==> src/rtl/sdem_pkg.sv <==
// ----------------------------------------------------------------------------
// sdem_pkg
// Shared types, constants and helper functions of the sparse duplicate
// entry merger.
// ----------------------------------------------------------------------------
package sdem_pkg;

    // Block geometry and field widths.
    localparam int MAX_DOF   = 7;
    localparam int ROW_BITS  = 24;
    localparam int VAL_BITS  = 32;
    localparam int CNT_BITS  = 32;
    localparam int BLK_DEPTH = MAX_DOF * MAX_DOF;
    localparam int ADDR_BITS = $clog2(BLK_DEPTH);
    localparam int ELEM_BITS = $clog2(BLK_DEPTH + 1);
    localparam int DOF_BITS  = 3;

    // Configuration port.
    localparam int CFG_IDX_BITS  = 1;
    localparam int CFG_DATA_BITS = 3;
    localparam logic [CFG_IDX_BITS-1:0] REG_BLOCK_DOF  = 1'b0;
    localparam logic [CFG_IDX_BITS-1:0] REG_INDEX_BASE = 1'b1;

    // Command queue between front and back.
    localparam int Q_DEPTH    = 4;
    localparam int Q_PTR_BITS = $clog2(Q_DEPTH);

    // What follows the element write of a command.
    typedef enum logic [1:0] {
        POST_NONE,
        POST_FLUSH,
        POST_MARK
    } t_post;

    // Back-end sequencer states.
    typedef enum logic [2:0] {
        ST_IDLE,
        ST_PRE_FLUSH,
        ST_ELEM_WR,
        ST_POST_START,
        ST_POST_FLUSH,
        ST_POST_MARK
    } t_state;

    // One classified item as handed from the front to the back.
    typedef struct packed {
        logic                 pre_flush;
        logic                 has_elem;
        logic                 acc;
        logic [ADDR_BITS-1:0] elem_idx;
        logic [VAL_BITS-1:0]  re;
        logic [VAL_BITS-1:0]  im;
        t_post                post;
        logic [ROW_BITS-1:0]  pre_row;
        logic [ROW_BITS-1:0]  post_row;
        logic [CNT_BITS-1:0]  pre_ptr;
        logic [CNT_BITS-1:0]  post_ptr;
        logic [CNT_BITS-1:0]  merge;
    } t_cmd;

    // One result item.
    typedef struct packed {
        logic [ROW_BITS-1:0] row;
        logic [VAL_BITS-1:0] re;
        logic [VAL_BITS-1:0] im;
        logic                has_value;
        logic                column_done;
        logic [CNT_BITS-1:0] column_pointer;
        logic [CNT_BITS-1:0] merge_total;
        logic                last;
    } t_result;

    // Settings the back needs from the configuration registers.
    typedef struct packed {
        logic [ELEM_BITS-1:0] elems;
    } t_cfg;

    // Number of elements of one entry, with the dof clamped to 1..MAX_DOF.
    function automatic logic [ELEM_BITS-1:0] elems_per_entry(
        input logic [DOF_BITS-1:0] dof
    );
        logic [DOF_BITS-1:0]  d;
        logic [ELEM_BITS-1:0] dw;
        d = dof;
        if (d == '0) begin
            d = DOF_BITS'(1);
        end
        if (d > DOF_BITS'(MAX_DOF)) begin
            d = DOF_BITS'(MAX_DOF);
        end
        dw = ELEM_BITS'(d);
        return ELEM_BITS'(dw * dw);
    endfunction

    // Signed add with saturation to the value range.
    function automatic logic [VAL_BITS-1:0] sat_add(
        input logic [VAL_BITS-1:0] a,
        input logic [VAL_BITS-1:0] b
    );
        logic [VAL_BITS:0] s;
        s = {a[VAL_BITS-1], a} + {b[VAL_BITS-1], b};
        if (s[VAL_BITS] != s[VAL_BITS-1]) begin
            return s[VAL_BITS] ? {1'b1, {(VAL_BITS-1){1'b0}}}
                               : {1'b0, {(VAL_BITS-1){1'b1}}};
        end
        return s[VAL_BITS-1:0];
    endfunction

endpackage

==> src/rtl/sdem_ram.sv <==
// ----------------------------------------------------------------------------
// sdem_ram
// Generic simple dual-port RAM: one write port, one read port with a
// registered read that holds its data while no read is issued.
// ----------------------------------------------------------------------------
module sdem_ram #(
    parameter int WIDTH = 64,
    parameter int DEPTH = 49
) (
    input  logic                     i_clk,
    input  logic                     i_wr_en,
    input  logic [$clog2(DEPTH)-1:0] i_wr_addr,
    input  logic [WIDTH-1:0]         i_wr_data,
    input  logic                     i_rd_en,
    input  logic [$clog2(DEPTH)-1:0] i_rd_addr,
    output logic [WIDTH-1:0]         o_rd_data
);

    logic [WIDTH-1:0] r_mem [DEPTH];
    logic [WIDTH-1:0] r_rd_data;

    // Write port.
    always_ff @(posedge i_clk) begin
        if (i_wr_en) begin
            r_mem[i_wr_addr] <= i_wr_data;
        end
    end

    // Registered read port.
    always_ff @(posedge i_clk) begin
        if (i_rd_en) begin
            r_rd_data <= r_mem[i_rd_addr];
        end
    end

    assign o_rd_data = r_rd_data;

endmodule

==> src/rtl/sdem_front.sv <==
// ----------------------------------------------------------------------------
// sdem_front
// Accepts items, tracks the held entry, the position inside the current
// entry and the counters, and turns each item into one command.
// ----------------------------------------------------------------------------
module sdem_front (
    input  logic                                 i_clk,
    input  logic                                 i_rst_n,
    input  logic                                 i_cfg_we,
    input  logic [sdem_pkg::CFG_IDX_BITS-1:0]    i_cfg_index,
    input  logic [sdem_pkg::CFG_DATA_BITS-1:0]   i_cfg_data,
    input  logic                                 i_in_valid,
    input  logic                                 i_q_full,
    input  logic                                 i_action,
    input  logic [sdem_pkg::ROW_BITS-1:0]        i_row_index,
    input  logic [sdem_pkg::VAL_BITS-1:0]        i_value_re,
    input  logic [sdem_pkg::VAL_BITS-1:0]        i_value_im,
    input  logic                                 i_column_end,
    output logic                                 o_push,
    output sdem_pkg::t_cmd                       o_cmd,
    output sdem_pkg::t_cfg                       o_cfg
);

    logic [sdem_pkg::DOF_BITS-1:0]  r_dof;
    logic                           r_base;
    logic                           r_pv;
    logic [sdem_pkg::ROW_BITS-1:0]  r_prow;
    logic [sdem_pkg::ELEM_BITS-1:0] r_ctr;
    logic                           r_acc;
    logic [sdem_pkg::CNT_BITS-1:0]  r_ptr;
    logic [sdem_pkg::CNT_BITS-1:0]  r_merged;

    logic                           n_pv;
    logic [sdem_pkg::ROW_BITS-1:0]  n_prow;
    logic [sdem_pkg::ELEM_BITS-1:0] n_ctr;
    logic                           n_acc;
    logic [sdem_pkg::CNT_BITS-1:0]  n_ptr;
    logic [sdem_pkg::CNT_BITS-1:0]  n_merged;

    logic [sdem_pkg::ELEM_BITS-1:0] elems;
    logic [sdem_pkg::ELEM_BITS-1:0] ctr;
    logic [sdem_pkg::ELEM_BITS-1:0] ctr1;
    logic                           start;
    logic                           match;
    logic                           pre;
    logic                           pv_b;
    logic                           complete;
    logic                           post_flush;
    logic [1:0]                     flushes;

    assign elems  = sdem_pkg::elems_per_entry(r_dof);
    assign o_cfg  = '{elems: elems};
    assign o_push = i_in_valid && !i_q_full;

    // Classification of the item against the held entry.
    always_comb begin
        ctr      = (r_ctr >= elems) ? '0 : r_ctr;
        ctr1     = ctr + 1'b1;
        start    = (ctr == '0);
        match    = !i_action && start && r_pv && (i_row_index == r_prow);
        pre      = i_action ? r_pv : (start && r_pv && !match);
        complete = !i_action && (ctr1 >= elems);
        pv_b     = complete || (r_pv && !pre);
        post_flush = !i_action && i_column_end && pv_b;
        flushes  = {1'b0, pre} + {1'b0, post_flush};
    end

    // Command for the back and next state.
    always_comb begin
        n_prow   = (!i_action && start && !match) ? i_row_index : r_prow;
        n_merged = r_merged + sdem_pkg::CNT_BITS'(match);
        n_ptr    = r_ptr + sdem_pkg::CNT_BITS'(flushes);

        o_cmd.pre_flush = pre;
        o_cmd.has_elem  = !i_action;
        o_cmd.acc       = start ? match : r_acc;
        o_cmd.elem_idx  = sdem_pkg::ADDR_BITS'(ctr);
        o_cmd.re        = i_value_re;
        o_cmd.im        = i_value_im;
        o_cmd.pre_row   = r_prow;
        o_cmd.post_row  = n_prow;
        o_cmd.pre_ptr   = r_ptr + sdem_pkg::CNT_BITS'(pre);
        o_cmd.post_ptr  = n_ptr;
        o_cmd.merge     = n_merged;

        if (i_action) begin
            o_cmd.post = sdem_pkg::POST_MARK;
            n_pv  = 1'b0;
            n_ctr = '0;
            n_acc = 1'b0;
        end else begin
            if (!i_column_end) begin
                o_cmd.post = sdem_pkg::POST_NONE;
            end else if (post_flush) begin
                o_cmd.post = sdem_pkg::POST_FLUSH;
            end else begin
                o_cmd.post = sdem_pkg::POST_MARK;
            end
            n_pv  = pv_b && !i_column_end;
            n_ctr = (complete || i_column_end) ? '0 : ctr1;
            n_acc = (complete || i_column_end) ? 1'b0 : o_cmd.acc;
        end
    end

    // State registers; configuration writes take priority.
    always_ff @(posedge i_clk) begin
        if (!i_rst_n) begin
            r_dof    <= sdem_pkg::DOF_BITS'(1);
            r_base   <= 1'b0;
            r_pv     <= 1'b0;
            r_prow   <= '0;
            r_ctr    <= '0;
            r_acc    <= 1'b0;
            r_ptr    <= '0;
            r_merged <= '0;
        end else if (i_cfg_we) begin
            case (i_cfg_index)
                sdem_pkg::REG_BLOCK_DOF: begin
                    r_dof <= i_cfg_data[sdem_pkg::DOF_BITS-1:0];
                    r_pv  <= 1'b0;
                    r_ctr <= '0;
                    r_acc <= 1'b0;
                end
                sdem_pkg::REG_INDEX_BASE: begin
                    r_base <= i_cfg_data[0];
                    r_ptr  <= r_ptr - sdem_pkg::CNT_BITS'(r_base)
                                    + sdem_pkg::CNT_BITS'(i_cfg_data[0]);
                end
                default: begin
                end
            endcase
        end else if (o_push) begin
            r_pv     <= n_pv;
            r_prow   <= n_prow;
            r_ctr    <= n_ctr;
            r_acc    <= n_acc;
            r_ptr    <= n_ptr;
            r_merged <= n_merged;
        end
    end

endmodule

==> src/rtl/sdem_queue.sv <==
// ----------------------------------------------------------------------------
// sdem_queue
// Short command queue that decouples the front from the back.
// ----------------------------------------------------------------------------
module sdem_queue (
    input  logic           i_clk,
    input  logic           i_rst_n,
    input  logic           i_push,
    input  sdem_pkg::t_cmd i_cmd,
    input  logic           i_pop,
    output logic           o_full,
    output logic           o_valid,
    output sdem_pkg::t_cmd o_head
);

    sdem_pkg::t_cmd                r_mem [sdem_pkg::Q_DEPTH];
    logic [sdem_pkg::Q_PTR_BITS-1:0] r_wptr;
    logic [sdem_pkg::Q_PTR_BITS-1:0] r_rptr;
    logic [sdem_pkg::Q_PTR_BITS:0]   r_count;

    assign o_full  = (r_count == (sdem_pkg::Q_PTR_BITS+1)'(sdem_pkg::Q_DEPTH));
    assign o_valid = (r_count != '0);
    assign o_head  = r_mem[r_rptr];

    // Storage.
    always_ff @(posedge i_clk) begin
        if (i_push) begin
            r_mem[r_wptr] <= i_cmd;
        end
    end

    // Pointers and fill count.
    always_ff @(posedge i_clk) begin
        if (!i_rst_n) begin
            r_wptr  <= '0;
            r_rptr  <= '0;
            r_count <= '0;
        end else begin
            if (i_push) begin
                r_wptr <= r_wptr + 1'b1;
            end
            if (i_pop) begin
                r_rptr <= r_rptr + 1'b1;
            end
            r_count <= r_count + (sdem_pkg::Q_PTR_BITS+1)'(i_push)
                               - (sdem_pkg::Q_PTR_BITS+1)'(i_pop);
        end
    end

endmodule

==> src/rtl/sdem_back.sv <==
// ----------------------------------------------------------------------------
// sdem_back
// Carries out commands: writes or accumulates block elements in the block
// memory, streams held entries out and issues column markers.
// ----------------------------------------------------------------------------
module sdem_back (
    input  logic                i_clk,
    input  logic                i_rst_n,
    input  sdem_pkg::t_cfg      i_cfg,
    input  logic                i_q_valid,
    input  sdem_pkg::t_cmd      i_q_head,
    output logic                o_pop,
    input  logic                i_out_stall,
    output logic                o_out_valid,
    output sdem_pkg::t_result   o_out
);

    localparam int RAM_W = 2 * sdem_pkg::VAL_BITS;

    sdem_pkg::t_state r_state;
    sdem_pkg::t_state n_state;
    sdem_pkg::t_cmd   r_cmd;
    logic [sdem_pkg::ADDR_BITS-1:0] r_idx;
    logic [sdem_pkg::ADDR_BITS-1:0] n_idx;
    logic              r_out_valid;
    sdem_pkg::t_result r_out;
    sdem_pkg::t_result n_out;
    logic              load;

    logic                           rd_en;
    logic [sdem_pkg::ADDR_BITS-1:0] rd_addr;
    logic [RAM_W-1:0]               rd_data;
    logic                           wr_en;
    logic [sdem_pkg::ADDR_BITS-1:0] wr_addr;
    logic [RAM_W-1:0]               wr_data;

    logic                           out_free;
    logic [sdem_pkg::ELEM_BITS-1:0] idx1;
    logic                           final_elem;
    logic [sdem_pkg::VAL_BITS-1:0]  rd_re;
    logic [sdem_pkg::VAL_BITS-1:0]  rd_im;

    assign out_free   = !r_out_valid || !i_out_stall;
    assign idx1       = sdem_pkg::ELEM_BITS'(r_idx) + 1'b1;
    assign final_elem = (idx1 >= i_cfg.elems);
    assign rd_re      = rd_data[RAM_W-1:sdem_pkg::VAL_BITS];
    assign rd_im      = rd_data[sdem_pkg::VAL_BITS-1:0];

    // Block memory holding the real and imaginary parts side by side.
    sdem_ram #(
        .WIDTH(RAM_W),
        .DEPTH(sdem_pkg::BLK_DEPTH)
    ) u_ram (
        .i_clk    (i_clk),
        .i_wr_en  (wr_en),
        .i_wr_addr(wr_addr),
        .i_wr_data(wr_data),
        .i_rd_en  (rd_en),
        .i_rd_addr(rd_addr),
        .o_rd_data(rd_data)
    );

    // Where a command goes once its element is written.
    function automatic sdem_pkg::t_state post_state(input sdem_pkg::t_post p);
        case (p)
            sdem_pkg::POST_FLUSH: return sdem_pkg::ST_POST_START;
            sdem_pkg::POST_MARK:  return sdem_pkg::ST_POST_MARK;
            default:              return sdem_pkg::ST_IDLE;
        endcase
    endfunction

    // Next state.
    always_comb begin
        n_state = r_state;
        case (r_state)
            sdem_pkg::ST_IDLE: begin
                if (i_q_valid) begin
                    if (i_q_head.pre_flush) begin
                        n_state = sdem_pkg::ST_PRE_FLUSH;
                    end else if (i_q_head.has_elem && i_q_head.acc) begin
                        n_state = sdem_pkg::ST_ELEM_WR;
                    end else begin
                        n_state = post_state(i_q_head.post);
                    end
                end
            end
            sdem_pkg::ST_PRE_FLUSH: begin
                if (out_free && final_elem) begin
                    n_state = r_cmd.has_elem ? sdem_pkg::ST_ELEM_WR
                                             : post_state(r_cmd.post);
                end
            end
            sdem_pkg::ST_ELEM_WR: begin
                n_state = post_state(r_cmd.post);
            end
            sdem_pkg::ST_POST_START: begin
                n_state = sdem_pkg::ST_POST_FLUSH;
            end
            sdem_pkg::ST_POST_FLUSH: begin
                if (out_free && final_elem) begin
                    n_state = sdem_pkg::ST_IDLE;
                end
            end
            sdem_pkg::ST_POST_MARK: begin
                if (out_free) begin
                    n_state = sdem_pkg::ST_IDLE;
                end
            end
            default: begin
                n_state = sdem_pkg::ST_IDLE;
            end
        endcase
    end

    // Memory accesses, queue pop and result formation.
    always_comb begin
        o_pop   = 1'b0;
        rd_en   = 1'b0;
        rd_addr = '0;
        wr_en   = 1'b0;
        wr_addr = r_cmd.elem_idx;
        wr_data = {r_cmd.re, r_cmd.im};
        n_idx   = r_idx;
        load    = 1'b0;

        n_out.row            = '0;
        n_out.re             = '0;
        n_out.im             = '0;
        n_out.has_value      = 1'b0;
        n_out.column_done    = 1'b1;
        n_out.column_pointer = r_cmd.post_ptr;
        n_out.merge_total    = r_cmd.merge;
        n_out.last           = 1'b1;

        case (r_state)
            sdem_pkg::ST_IDLE: begin
                o_pop = i_q_valid;
                if (i_q_valid) begin
                    if (i_q_head.pre_flush) begin
                        rd_en = 1'b1;
                        n_idx = '0;
                    end else if (i_q_head.has_elem) begin
                        if (i_q_head.acc) begin
                            rd_en   = 1'b1;
                            rd_addr = i_q_head.elem_idx;
                        end else begin
                            wr_en   = 1'b1;
                            wr_addr = i_q_head.elem_idx;
                            wr_data = {i_q_head.re, i_q_head.im};
                        end
                    end
                end
            end
            sdem_pkg::ST_PRE_FLUSH,
            sdem_pkg::ST_POST_FLUSH: begin
                n_out.re        = rd_re;
                n_out.im        = rd_im;
                n_out.has_value = 1'b1;
                if (r_state == sdem_pkg::ST_PRE_FLUSH) begin
                    n_out.row            = r_cmd.pre_row;
                    n_out.column_pointer = r_cmd.pre_ptr;
                    n_out.column_done    = 1'b0;
                    n_out.last = final_elem && (r_cmd.post == sdem_pkg::POST_NONE);
                end else begin
                    n_out.row         = r_cmd.post_row;
                    n_out.column_done = final_elem;
                    n_out.last        = final_elem;
                end
                if (out_free) begin
                    load = 1'b1;
                    if (!final_elem) begin
                        rd_en   = 1'b1;
                        rd_addr = sdem_pkg::ADDR_BITS'(idx1);
                        n_idx   = sdem_pkg::ADDR_BITS'(idx1);
                    end
                end
            end
            sdem_pkg::ST_ELEM_WR: begin
                wr_en = 1'b1;
                if (r_cmd.acc) begin
                    wr_data = {sdem_pkg::sat_add(rd_re, r_cmd.re),
                               sdem_pkg::sat_add(rd_im, r_cmd.im)};
                end
            end
            sdem_pkg::ST_POST_START: begin
                rd_en = 1'b1;
                n_idx = '0;
            end
            sdem_pkg::ST_POST_MARK: begin
                load = out_free;
            end
            default: begin
            end
        endcase
    end

    // Sequencer control registers.
    always_ff @(posedge i_clk) begin
        if (!i_rst_n) begin
            r_state     <= sdem_pkg::ST_IDLE;
            r_idx       <= '0;
            r_out_valid <= 1'b0;
        end else begin
            r_state <= n_state;
            r_idx   <= n_idx;
            if (load) begin
                r_out_valid <= 1'b1;
            end else if (!i_out_stall) begin
                r_out_valid <= 1'b0;
            end
        end
    end

    // Command and result payload registers.
    always_ff @(posedge i_clk) begin
        if (o_pop) begin
            r_cmd <= i_q_head;
        end
        if (load) begin
            r_out <= n_out;
        end
    end

    assign o_out_valid = r_out_valid;
    assign o_out       = r_out;

endmodule

==> src/rtl/sparse_duplicate_entry_merger.sv <==
// ----------------------------------------------------------------------------
// sparse_duplicate_entry_merger
// Each accepted item becomes a command in the command queue; the back-end sequencer
// pops it and registers any results it causes into the output register. A held-entry
// flush streams one result a cycle while the output is not stalled.
// Reset: synchronous, active low; clears counters, the held entry and queue.
// ----------------------------------------------------------------------------
module sparse_duplicate_entry_merger (
    input  logic                               i_clk,
    input  logic                               i_rst_n,
    input  logic                               i_cfg_we,
    input  logic [sdem_pkg::CFG_IDX_BITS-1:0]  i_cfg_index,
    input  logic [sdem_pkg::CFG_DATA_BITS-1:0] i_cfg_data,
    input  logic                               i_in_valid,
    output logic                               o_in_stall,
    input  logic                               i_action,
    input  logic [sdem_pkg::ROW_BITS-1:0]      i_row_index,
    input  logic signed [sdem_pkg::VAL_BITS-1:0] i_value_re,
    input  logic signed [sdem_pkg::VAL_BITS-1:0] i_value_im,
    input  logic                               i_column_end,
    output logic                               o_out_valid,
    input  logic                               i_out_stall,
    output logic [sdem_pkg::ROW_BITS-1:0]      o_out_row,
    output logic signed [sdem_pkg::VAL_BITS-1:0] o_out_re,
    output logic signed [sdem_pkg::VAL_BITS-1:0] o_out_im,
    output logic                               o_has_value,
    output logic                               o_column_done,
    output logic [sdem_pkg::CNT_BITS-1:0]      o_column_pointer,
    output logic [sdem_pkg::CNT_BITS-1:0]      o_merge_total,
    output logic                               o_last
);

    logic              push;
    logic              q_full;
    logic              q_valid;
    logic              pop;
    sdem_pkg::t_cmd    cmd;
    sdem_pkg::t_cmd    head;
    sdem_pkg::t_cfg    cfg;
    sdem_pkg::t_result res;

    assign o_in_stall = q_full;

    // Item classification.
    sdem_front u_front (
        .i_clk       (i_clk),
        .i_rst_n     (i_rst_n),
        .i_cfg_we    (i_cfg_we),
        .i_cfg_index (i_cfg_index),
        .i_cfg_data  (i_cfg_data),
        .i_in_valid  (i_in_valid),
        .i_q_full    (q_full),
        .i_action    (i_action),
        .i_row_index (i_row_index),
        .i_value_re  (i_value_re),
        .i_value_im  (i_value_im),
        .i_column_end(i_column_end),
        .o_push      (push),
        .o_cmd       (cmd),
        .o_cfg       (cfg)
    );

    // Command queue.
    sdem_queue u_queue (
        .i_clk  (i_clk),
        .i_rst_n(i_rst_n),
        .i_push (push),
        .i_cmd  (cmd),
        .i_pop  (pop),
        .o_full (q_full),
        .o_valid(q_valid),
        .o_head (head)
    );

    // Block memory and result sequencing.
    sdem_back u_back (
        .i_clk      (i_clk),
        .i_rst_n    (i_rst_n),
        .i_cfg      (cfg),
        .i_q_valid  (q_valid),
        .i_q_head   (head),
        .o_pop      (pop),
        .i_out_stall(i_out_stall),
        .o_out_valid(o_out_valid),
        .o_out      (res)
    );

    assign o_out_row        = res.row;
    assign o_out_re         = res.re;
    assign o_out_im         = res.im;
    assign o_has_value      = res.has_value;
    assign o_column_done    = res.column_done;
    assign o_column_pointer = res.column_pointer;
    assign o_merge_total    = res.merge_total;
    assign o_last           = res.last;

endmodule

==> config.mk <==
export PLATFORM = sky130hd
export DESIGN_NAME = sparse_duplicate_entry_merger
export DESIGN_NICKNAME = d
export VERILOG_FILES = /design/src/rtl/sdem_pkg.sv /design/src/rtl/sdem_ram.sv /design/src/rtl/sdem_front.sv /design/src/rtl/sdem_queue.sv /design/src/rtl/sdem_back.sv /design/src/rtl/sparse_duplicate_entry_merger.sv
export SDC_FILE = /design/constraint.sdc
export NUM_CORES = 2
export LEC_CHECK = 0
export BUFFER_PORTS_ARGS = -buffer_cell sky130_fd_sc_hd__buf_2
export CORE_MARGIN = 3
export CORE_UTILIZATION = 25
export DETAILED_ROUTE_END_ITERATION = 10
export PLACE_DENSITY_LB_ADDON = 0.12
export SYNTH_ARGS = -nofsm -noshare
export SYNTH_HDL_FRONTEND = slang
export SYNTH_SLANG_ARGS = --single-unit
==> constraint.sdc <==
create_clock -name i_clk -period 17.05 [get_ports i_clk]
set_input_delay 1.705 -clock i_clk [delete_from_list [all_inputs] [get_ports i_clk]]
set_output_delay 1.705 -clock i_clk [all_outputs]
set_load 0.01 [all_outputs]
# Word-level counts from Yosys, hierarchy flattened
# Memories as Yosys holds them, arrays and structs flattened. A register that Yosys moved wholly into a read port is not among the register bits.
# Index checks and enable logic that the tools add are counted.
# word_totals
mem_bits_rw	4012
reg_bits	490
output_inout_bits	157
romBits	0
wordCells	217
inputBits	99
memories	2
latch_bits	0
# classes
eq_ne	23
mul	1
n_lt_le_gt_ge	4
addsub	14
shifts	0
div_mod_pow	0
reduce_logical	40
bitwise_logic	2
mux	98
# memory_table
name	depth	width	read_ports	rd_clocked_by_memory_dff	wr	line_no	text
u_back.u_ram.r_mem	49	64	1	1	1	sdem_ram.sv:19	logic [WIDTH-1:0] r_mem [DEPTH];
u_queue.r_mem	4	219	1	1	1	sdem_queue.sv:16	sdem_pkg::t_cmd r_mem [sdem_pkg::Q_DEPTH];
# ops
cell	n
32-bit 2-to-1 mux	10
64-bit 2-to-1 mux	5
64-bit one-hot mux with 2 select lines	1
6-bit 2-to-1 mux	21
32-bit by 1-bit adder with 32-bit output	3
32-bit by 32-bit adder with 33-bit output	2
24-bit 2-to-1 mux	2
1-bit 2-to-1 mux	36
34-bit 2-to-1 mux	1
32-bit by 2-bit adder with 32-bit output	1
32-bit by 1-bit subtractor with 32-bit output	1
3-bit 2-to-1 mux	9
24-bit equality test	1
6-bit greater-or-equal comparator	3
3-bit one-hot mux with 6 select lines	1
6-bit one-hot mux with 3 select lines	1
2-bit by 1-bit inequality test with 1-bit output, second input constant	8
1-bit logical AND	15
6-bit by 1-bit adder with 6-bit output, second input constant	2
3-bit one-hot mux with 2 select lines	2
6-bit one-hot mux with 2 select lines	1
2-bit 2-to-1 mux	5
2-bit AND reduction	5
3-bit equality test, second input constant	3
25 further kinds	43

# Longest topological paths before layout
# depth
depth_word	22
ltp_mapped	32
depth_no_buf	32

# Modules after synthesis
# A second synthesis with hierarchy kept.
# unflattened
hier_cells	9571
hier_area_um2	182283.6
# modules_own_cells
module	area_per_inst_um2	cells_per_inst	instances	seq_area_each_um2
sdem_ram	121431.5	5482	1	96092.2
sdem_queue	32271.0	1186	1	26485.4
sdem_back	19105.8	1651	1	11400.9
sdem_front	9475.3	1252	1	2001.9

# Least setup slack after synthesis
# OpenSTA, ideal clock, no wires.
# synth_timing
path_kind	input-to-reg
from	input port i_out_stall
to	register u_back.r_out (netlist bit u_back.o_out[0]) (enable)
slack_ns	3.758
setup_time_ns	0.859
cell_stages	3
path_buffers	1
arrival_ns	12.432
required_time_ns	16.191
cell_sequence	and2_1 clkbuf_1 nor3_1
# synth_via
elab_chain_len	4
# synth_lines
item	line_no	text
start, declared	sparse_duplicate_entry_merger.sv:22	input logic i_out_stall,
1-bit zero test *	sdem_back.sv:43	assign out_free = !r_out_valid || !i_out_stall;
1-bit logical OR *	sdem_back.sv:43	
1-bit 2-to-1 mux	sdem_back.sv:169	if (out_free) begin
1-bit one-hot mux with 2 select lines *	sdem_back.sv:135	case (r_state)
named net u_back.load	sdem_back.sv:28	logic load;
end signal, assigned	sdem_back.sv:220	r_out <= n_out;
end, declared	sdem_back.sv:26	sdem_pkg::t_result r_out;
# The timed path passes the listed nets; every way through them passes the cells marked *.
# A chain may end at the register's enable or synchronous reset.

==> summary.md <==
| Metric | Value |
|---|---|
| Num ports | between 200 and 300 |
| Number of core rows | 313 |
| DR WL/cell | between 30 and 40 um |
| Root buffer cell | clkbuf_16 |
| Total die area | 741000 um2 |
| CP Data Required Time | 17850 ps |
| Syn nets | 12500 |
| Status | complete, but fails checks |
| Setup violators final | 0 |
| Synth Register Bits | about 4600 |
| YS warnings | 0 |
| R2R cell count | 15 |
| Top-count cell post-synth | edfxtp_1 |
| Crit start category | register |
| R2r setup slk | between 8000 and 9000 ps |
| GRT Resource Usage Total | 0.191 |
| CTS tree | built |
| Hold WC Path Type | register to register |
| Syn Std Cell Area | 183000 um2 |
| Post-CTS setup buffer count | 0 |
| Drt pass-1 iters | 6 |
| Period utilization | 0.494 |
| Drc violations | 0 |
| Power per cell area | 190 nW/um2 |
| Clock skew | 66.4 ps |
| CTS HTree Levels | 6 |
| Cell taking the most area after synthesis | edfxtp_1 |
| Min-delay src | u_back.n_out[20]$_DFFE_PP_ |
| DRT Wirelength | roughly 730 mm |
| Clock buffer depth | 4 |
| RSZ-0062 raised after global routing | no |
| Worst-margin pin slew | about 1600 ps |
| Share of layout cells above drive strength 1 | 0.139 |
| Final GP Congestion | 0.785 |
| First-pass GRT wire length | just under 1000 mm |
| Via count | 112000 |
| Iter 0 DRT Violations | 11800 |
| Post-synthesis async set-or-reset flop share | 0 |
| GRT overflow | 0 |
| Hpwl dp | 435 mm |
| Synth top area share | 0.731 |
| Syn_area_per_cell | roughly 15 um2 |
| Leak Pwr | 69.7 nW |
| Worst R2R End | u_back.u_ram.o_rd_data[45]$_DFFE_PP_ |
| Metal2 WL | approximately 340 mm |
| Max IR drop VDD | 0.220 mV |
| Highest net fanout along the worst path | 39 |
| Largest net degree at the start of global routing | between 100 and 150 |
| Chip height | roughly 860 um |
| Nets | between 10000 and 15000 |
| Distinct cells, synth | 88 |
| Min-Delay Endpoint | u_back.o_out[20]$_DFFE_PP_ |
| Number of global-route vias before repair | 109000 |
| Initial antenna violation count | 83 |
| Critical path data arrival time | 9230 ps |
| Cell count after synthesis | 12200 |
| Final setup TNS | 0 ps |
| Path type of the worst setup path | register to register |
| Pins over their slew limit | 2 |
| Post-synth EDFFs | ~4400 |
| Worst slew margin | -0.0546 |
| Hold depth | 0 |
| Worst setup EP type | register |
| I/O Buffers | ~260 |
| Final antenna-violating net count | 0 |
| WL met3 | between 30 and 40 mm |
| Initial Util | 0.251 |
| Post-CTS Hold Fix Bufs | 0 |
| Worst skew pair latency | 1070 ps |
| Worst-path clk slew | about 60 ps |
| Final core utilization | 0.294 |
| CORE AREA | just over 700000 um2 |
| Metal-1 WL | between 300 and 400 mm |
| Drt via density | 4.95 |
| Total CTS buffers | 521 |
| Final Hold Vio Count | 0 |
| Clock Sinks | 4568 |
| Die X | 861 um |
| Seq/Total Area, Yosys | 0.744 |
| Primary FF master, synth | edfxtp_1 |
| Failing checks | capacitance limit, slew limit |
| Area growth, synth to finish | 16.9% |
| Max frequency | 0.119 GHz |
| Area contributors post-synth | edfxtp_1 73%, nand2_1 5.0%, mux4_2 2.7% |
| Tmin final | between 8000 and 9000 ps |
| Max-Cap Viols | 1 |
| Top Layer Used | met5 |
| Post_cts resized | 0 |
| Synth cell count leaders | 4449 x edfxtp_1, 2419 x nand2_1, 683 x nand3_1, 383 x mux2i_1, 325 x clkbuf_1 |
how the worst max path moves through the flow:
stage,start,cells past startpoint,endpoint
6_report,register,15,u_back.u_ram.o_rd_data[45]$_DFFE_PP_
5_1_grt,register,15,u_back.u_ram.o_rd_data[45]$_DFFE_PP_
4_1_cts,register,15,u_back.u_ram.o_rd_data[45]$_DFFE_PP_
3_5_place_dp,register,15,u_back.u_ram.o_rd_data[45]$_DFFE_PP_
3_3_place_gp,register,15,u_back.u_ram.o_rd_data[45]$_DFFE_PP_
2_1_floorplan,i_out_stall,3,u_back.o_out[0]$_SDFFCE_PP1P_
layout make-up:
type                       count  area, um2
timing repair buffer         677       4650
antenna                       34       85.1
clock inverter               206       1430
clock buffer                 691      14200
tap                         9607      12000
inverter                      86        323
multi-input combinational   6855      44800
sequential                  4568     136000
fill                       72800     514000
registers in the layout (all words and copies together), names as in the netlist, named ones only:
register and flops:
u_back.u_ram.r_mem 3136, u_queue.r_mem 876, u_back.r_cmd 186, u_back.o_out 155, u_back.u_ram.o_rd_data 64, u_back.n_out 32, u_front.r_merged 32, u_front.r_ptr 32
u_front.r_prow 24, u_back.r_idx 6, u_front.r_ctr 6, u_back.r_state 3, u_front.r_dof 3, u_queue.r_count 3, u_queue.r_rptr 2, u_queue.r_wptr 2
u_back.o_out_valid 1, u_front.r_acc 1, u_front.r_base 1, u_front.r_pv 1
where the power goes:
group	internal, mW	switching, mW	total [mW]
sequential	16.7	0.906	17.6
clock	5.99	4.69	10.7
combinational	2.89	9.40	12.3
total	25.6	15.0	40.6
logic make-up (layout without fill, tap and decap cells):
logic type | count (synthesis) | count (layout) | share of synthesized area
adder cells (fa/ha/maj) | 165 | 165 | 0.0115
multiplexers | 633 | 633 | 0.0499
flip-flops | 4568 | 4568 | 0.744
other | 0 | 34 | 0
XOR/XNOR | 228 | 228 | 0.0110
buffers and inverters | 788 | 1660 | 0.0190
AND/OR/NAND/NOR | 4089 | 4089 | 0.0982
AO/OA/AOI/OAI | 1740 | 1740 | 0.0663
layer usage:
layer / track usage / vias up
li1: - / 48100
met1: 0.272 / 60000
met2: 0.309 / 3543
met3: 0.0243 / 828
met4: 0.0477 / 14
met5: 0 / -
metrics by stage:
step / cell area [um2] / std cells / setup slack, ps / power [mW] / hold slack [ps]
after floorplan: 183000 / 12200 / 3760 / 23.8 / 400
after global placement: 198000 / 21800 / 8490 / 30.4 / 404
after detailed placement: 198000 / 21800 / 8350 / 30.3 / 407
after CTS: 213000 / 22700 / 8330 / 41.1 / 416
after global routing: 213000 / 22700 / 8160 / 42.3 / 412
final: 214000 / 22700 / 8620 / 40.6 / 418
critical path, stage by stage (launching register included):
cell	delay [ps]
dfxtp_4	630
buf_4	670
buf_4	810
mux4_2	640
and2_1	200
and3b_1	420
nand2_1	450
nand2_4	510
nor2_4	730
buf_4	760
buf_4	700
buf_4	600
nand3_1	150
nand4_1	120
o21ai_0	260
a221o_1	360
cells in the final DEF (no fill, tap or decap), types with 155 or more instances in the layout:
cell,instances
edfxtp_1,4449
and3_1,259
clkbuf_16,543
nand2_1,2409
buf_4,407
a211oi_1,158
nand3_1,681
ha_1,157
mux2i_1,382
a21oi_1,310
o21ai_0,189
mux4_2,219
a32oi_1,155
nor2_1,228
a31oi_1,234
buf_2,254
(Power assumes the default switching activity.)
